<file path="src/design/assert_macros.svh">
// assertion macros shared by the positional list rtl
// depends on: nothing; the user module provides i_clk and i_rst_n
`ifndef ASSERT_MACROS_SVH
`define ASSERT_MACROS_SVH

// property that must hold at every clock edge out of reset
`define PLC_ASSERT_ALWAYS(lbl, prop, msg) \
    lbl: assert property (@(posedge i_clk) disable iff (!i_rst_n) (prop)) else $error(msg);

// consequence that must hold in the cycle after the antecedent
`define PLC_ASSERT_NEXT(lbl, ante, cons, msg) \
    lbl: assert property (@(posedge i_clk) disable iff (!i_rst_n) (ante) |=> (cons)) \
        else $error(msg);

`endif

</file>
<file path="src/design/plc_pkg.sv">
// types and constants of the positional list
// depends on: nothing
package plc_pkg;

    localparam int DATA_W   = 32;
    localparam int POS_W    = 6;
    localparam int LEN_W    = 7;
    localparam int CAPACITY = 64;

    typedef enum logic [1:0] {
        OP_INSERT = 2'd0,
        OP_DELETE = 2'd1,
        OP_READ   = 2'd2
    } t_op;

    typedef enum logic [1:0] {
        ST_OK     = 2'd0,
        ST_BADPOS = 2'd1,
        ST_FULL   = 2'd2,
        ST_EMPTY  = 2'd3
    } t_status;

    // command broadcast to every cell
    typedef struct packed {
        logic              ins;
        logic              del;
        logic [POS_W-1:0]  pos;
        logic [DATA_W-1:0] val;
    } t_cmd;

endpackage

</file>
<file path="src/design/plc_cell.sv">
// one list cell: holds one entry, loads or shifts from a neighbor
// depends on: plc_pkg
module plc_cell #(
    parameter int INDEX = 0
) (
    input  logic                        i_clk,
    input  plc_pkg::t_cmd               i_cmd,
    input  logic [plc_pkg::DATA_W-1:0]  i_left,
    input  logic [plc_pkg::DATA_W-1:0]  i_right,
    output logic [plc_pkg::DATA_W-1:0]  o_data,
    output logic [plc_pkg::DATA_W-1:0]  o_rd
);

    localparam logic [31:0] IDX = 32'(INDEX);

    logic [plc_pkg::DATA_W-1:0] r_data;
    logic [plc_pkg::DATA_W-1:0] n_data;
    logic [31:0]                pos_w;
    logic                       at_pos;
    logic                       above_pos;

    assign pos_w     = 32'(i_cmd.pos);
    assign at_pos    = (IDX == pos_w);
    assign above_pos = (IDX > pos_w);

    always_comb begin
        n_data = r_data;
        priority if (i_cmd.ins && at_pos) begin
            n_data = i_cmd.val;
        end else if (i_cmd.ins && above_pos) begin
            n_data = i_left;
        end else if (i_cmd.del && (at_pos || above_pos)) begin
            n_data = i_right;
        end else begin
            // hold
            n_data = r_data;
        end
    end

    always_ff @(posedge i_clk) begin
        r_data <= n_data;
    end

    assign o_data = r_data;
    assign o_rd   = at_pos ? r_data : '0;

endmodule

</file>
<file path="config.mk">
export PLATFORM = sky130hd
export DESIGN_NAME = plc_cell
export DESIGN_NICKNAME = d
export VERILOG_FILES = /design/src/design/assert_macros.svh /design/src/design/plc_pkg.sv /design/src/design/plc_cell.sv
export SDC_FILE = /design/constraint.sdc
export NUM_CORES = 1
export LEC_CHECK = 0
export ABC_AREA = 0
export BUFFER_PORTS_ARGS = -buffer_cell sky130_fd_sc_hd__buf_2
export CAP_MARGIN = 30
export CORE_MARGIN = 1.5
export CORE_UTILIZATION = 25
export CTS_BUF_LIST = sky130_fd_sc_hd__clkbuf_4 sky130_fd_sc_hd__clkbuf_8
export DETAILED_ROUTE_END_ITERATION = 12
export HOLD_SLACK_MARGIN = 0.15
export PLACE_DENSITY = 0.57
export SYNTH_ARGS = -nofsm -noshare
export SYNTH_HDL_FRONTEND = slang
export SYNTH_SLANG_ARGS = --single-unit
</file>
<file path="constraint.sdc">
create_clock -name i_clk -period 7.4 [get_ports i_clk]
set_clock_uncertainty 0.1 [all_clocks]
set_input_delay 1.48 -clock i_clk [delete_from_list [all_inputs] [get_ports i_clk]]
set_output_delay 1.48 -clock i_clk [all_outputs]
set_load 0.02 [all_outputs]
</file>
==> run_results.csv <==
group,metric,value,unit
sta,slew_violations,0,
sta,layout_worst_path_cycle_share,68.2,%
finish,fin_nets,351,
synthesis,synth-seq-cells,32,
grt,grt_start_max_net_pins,33,
setup_path,cp.required,5.82,ns
power,power_density,147,nW/um^2
grt,grt_pass1_vias,1282,
min_path,hold_start,"i_right[22]",
min_path,whs_endpoint,"o_data[22]$_DFFE_PP_",
sta,final-hold-violation-count,0,
die,dieHeight,86.6,um
power,cellLeakagePower,1.34,nW
job,cap_violations,0,
die,num_rows,30,
synthesis,synth-edff-count,32,
routing,vias_per_cell,4.07,
setup_path,crit_arrival,3.46,ns
routing,drt_wl_total,4.10,mm
sta,period_needed,5.04,ns
die,floorplan.initialDensity,25.9,%
finish,area_delta_synth_final,46.6,%
routing,vias,1331,
grt,grt_antenna_before_repair,0,
clocking,cts_root_buffer,"clkbuf_8",
setup_path,slowest_delay,0.72,ns
sta,setup-tns-final,0,ns
power,power,376,uW
synthesis,synthesis.nets,212,
die,io_pins,169,
synthesis,ys.flop_type,"edfxtp_1",
synthesis,async_flop_share,0,%
grt,grt_pass1_wl,6.10,mm
die,core,6760,um^2
finish,num-fill-cells,670,
finish,antenna_cells,0,
setup_path,path_class,"primary input to output port",
finish,largest_reg_flops,32,
sta,finalSetupViolations,0,
place,placedCellCount,319,
grt,grt_usage,11.1,%
synthesis,yosysWarnings,0,
routing,wl_per_cell,12.5,um
die,die_x,86.6,um
setup_path,cp_num_buf_inv,3,
setup_path,critPathMaxFanout,17,
power,clkPwrFrac,35.4,%
power,sw_frac_of_total,19.7,%
clocking,cts_buffer_depth,2,
min_path,min_path_cells,2,
routing,drcViolationCount,0,
synthesis,synth_area_leader_cell,"edfxtp_1",
grt,globalRouteOverflowTotal,0,
clocking,ctsResizeCount,0,
power,peakVddDrop,0.0000526,V
die,dieArea,7500,um^2
synthesis,avgSynthCellArea,16.3,um^2
synthesis,yosysSeqAreaShare,55.0,%
routing,dr.pass1.iters,4,
place,gp_congestion,0.721,
synthesis,netlist_instances,107,
synthesis,netlist_area,1750,um^2
power,p_int,302,uW
finish,drive_gt1_share,72.9,%
sta,rsz0062_at_grt,"false",
routing,initialDrtViolationCount,28,
routing,ant_nets,0,
sta,max_freq,198,MHz
finish,final_util,37.9,%
clocking,ctsHoldBuffers,0,
sta,relSlewSlack,37.7,%
sta,whs,1.40,ns
setup_path,crit_slowest_cell,"nor3_2",
place,io_buffer_count,136,
setup_path,cpMostUsedCell,"buf_2",
power,p_sw,74.1,uW
place,hpwl,3.11,mm
clocking,cts_tree,"built",
setup_path,critPathCaptureType,"output port",
clocking,post-cts-setup-buffers,0,
synthesis,ys_top_cells_by_area,"edfxtp_1 (55%), mux2_4 (26%), and2_1 (11%), buf_12 (3.4%), mux2_2 (1.3%)",
clocking,htreeDepth,2,
min_path,worst_hold_path_type,"primary input to flop",
synthesis,synth.top_cell.area_share,55.0,%
power,seqPwrFrac,53.8,%
clocking,numCtsBuffers,5,
run_status,status,"complete, no violations",
power,p_comb_share,10.8,%
setup_path,cp_cell_sequence,"buf_2 -> or4_1 -> nor3_2 -> buf_4 -> and2_1 -> buf_2",
setup_path,cp-start-kind,"primary input",
sta,tightest_slew,0.929,ns
setup_path,critPathTopFamily,"simple AND/OR/NAND/NOR gates",
synthesis,synthTopCellsByCount,"and2_1 (32), edfxtp_1 (32), mux2_4 (30), buf_12 (3), clkbuf_1 (3)",
clocking,clk_pin_slew,0.06,ns
clocking,clock-sinks,32,
finish,fin_cells,327,
synthesis,ys_types,11,
layout make-up:
cell class	count	area, um^2	area share (%)
well taps	80	100	3.91
clock buffers	7	83.8	3.27
repair buffers	139	703	27.5
flip-flops and latches	32	961	37.5
clock inverters	1	3.75	0.147
multi-input cells	68	708	27.7
kinds of logic after synthesis:
kind of cell,share of synthesized area [%]
simple gates,12.8
buf+inv,4.73
mux,27.1
compound gates,0.430
flops,55.0
worst max path at each step:
stage | cells after the start | startpoint | end
5_1_grt | 6 | i_cmd[33] | o_rd[3]
3_5_place_dp | 6 | i_cmd[33] | o_rd[1]
4_1_cts | 6 | i_cmd[33] | o_rd[1]
6_report | 6 | i_cmd[33] | o_rd[1]
2_1_floorplan | 4 | i_cmd[33] | o_rd[22]
3_3_place_gp | 6 | i_cmd[33] | o_rd[6]
power groups by stage:
stage	logic [mW]	clock network, mW	registers [mW]
6_report	0.0407	0.133	0.202
5_1_grt	0.0447	0.149	0.202
4_1_cts	0.0413	0.139	0.202
3_5_place_dp	0.0414	0	0.206
3_3_place_gp	0.0404	0	0.206
2_1_floorplan	0.0172	0	0.208
through the flow:
stage / instance area [um^2] / worst slack, ns
after floorplan: 1750 / 3.01
after global placement: 2470 / 2.36
after detailed placement: 2470 / 2.28
after CTS: 2560 / 2.28
after global routing: 2560 / 2.10
final: 2560 / 2.36
layout by cell type, fill, tap and decap left out:
master / instances
buf_2: 136
or4_1: 1
and2_1: 32
clkbuf_4: 2
clkinv_1: 1
mux2_4: 30
nor3_2: 1
edfxtp_1: 32
buf_4: 3
or4b_2: 1
mux2_2: 2
clkbuf_8: 5
o21a_1: 1
metal layers:
| layer | vias to the layer above | share of wire (%) | GRT usage, % |
|---|---|---|---|
| li1 | 662 | - | - |
| met1 | 583 | 41 | 12.4 |
| met2 | 82 | 49 | 19.2 |
| met3 | 4 | 8.8 | 3.81 |
| met4 | 0 | 1.5 | 4.40 |
| met5 | - | 0 | 0 |
(Power assumes the default switching activity.)
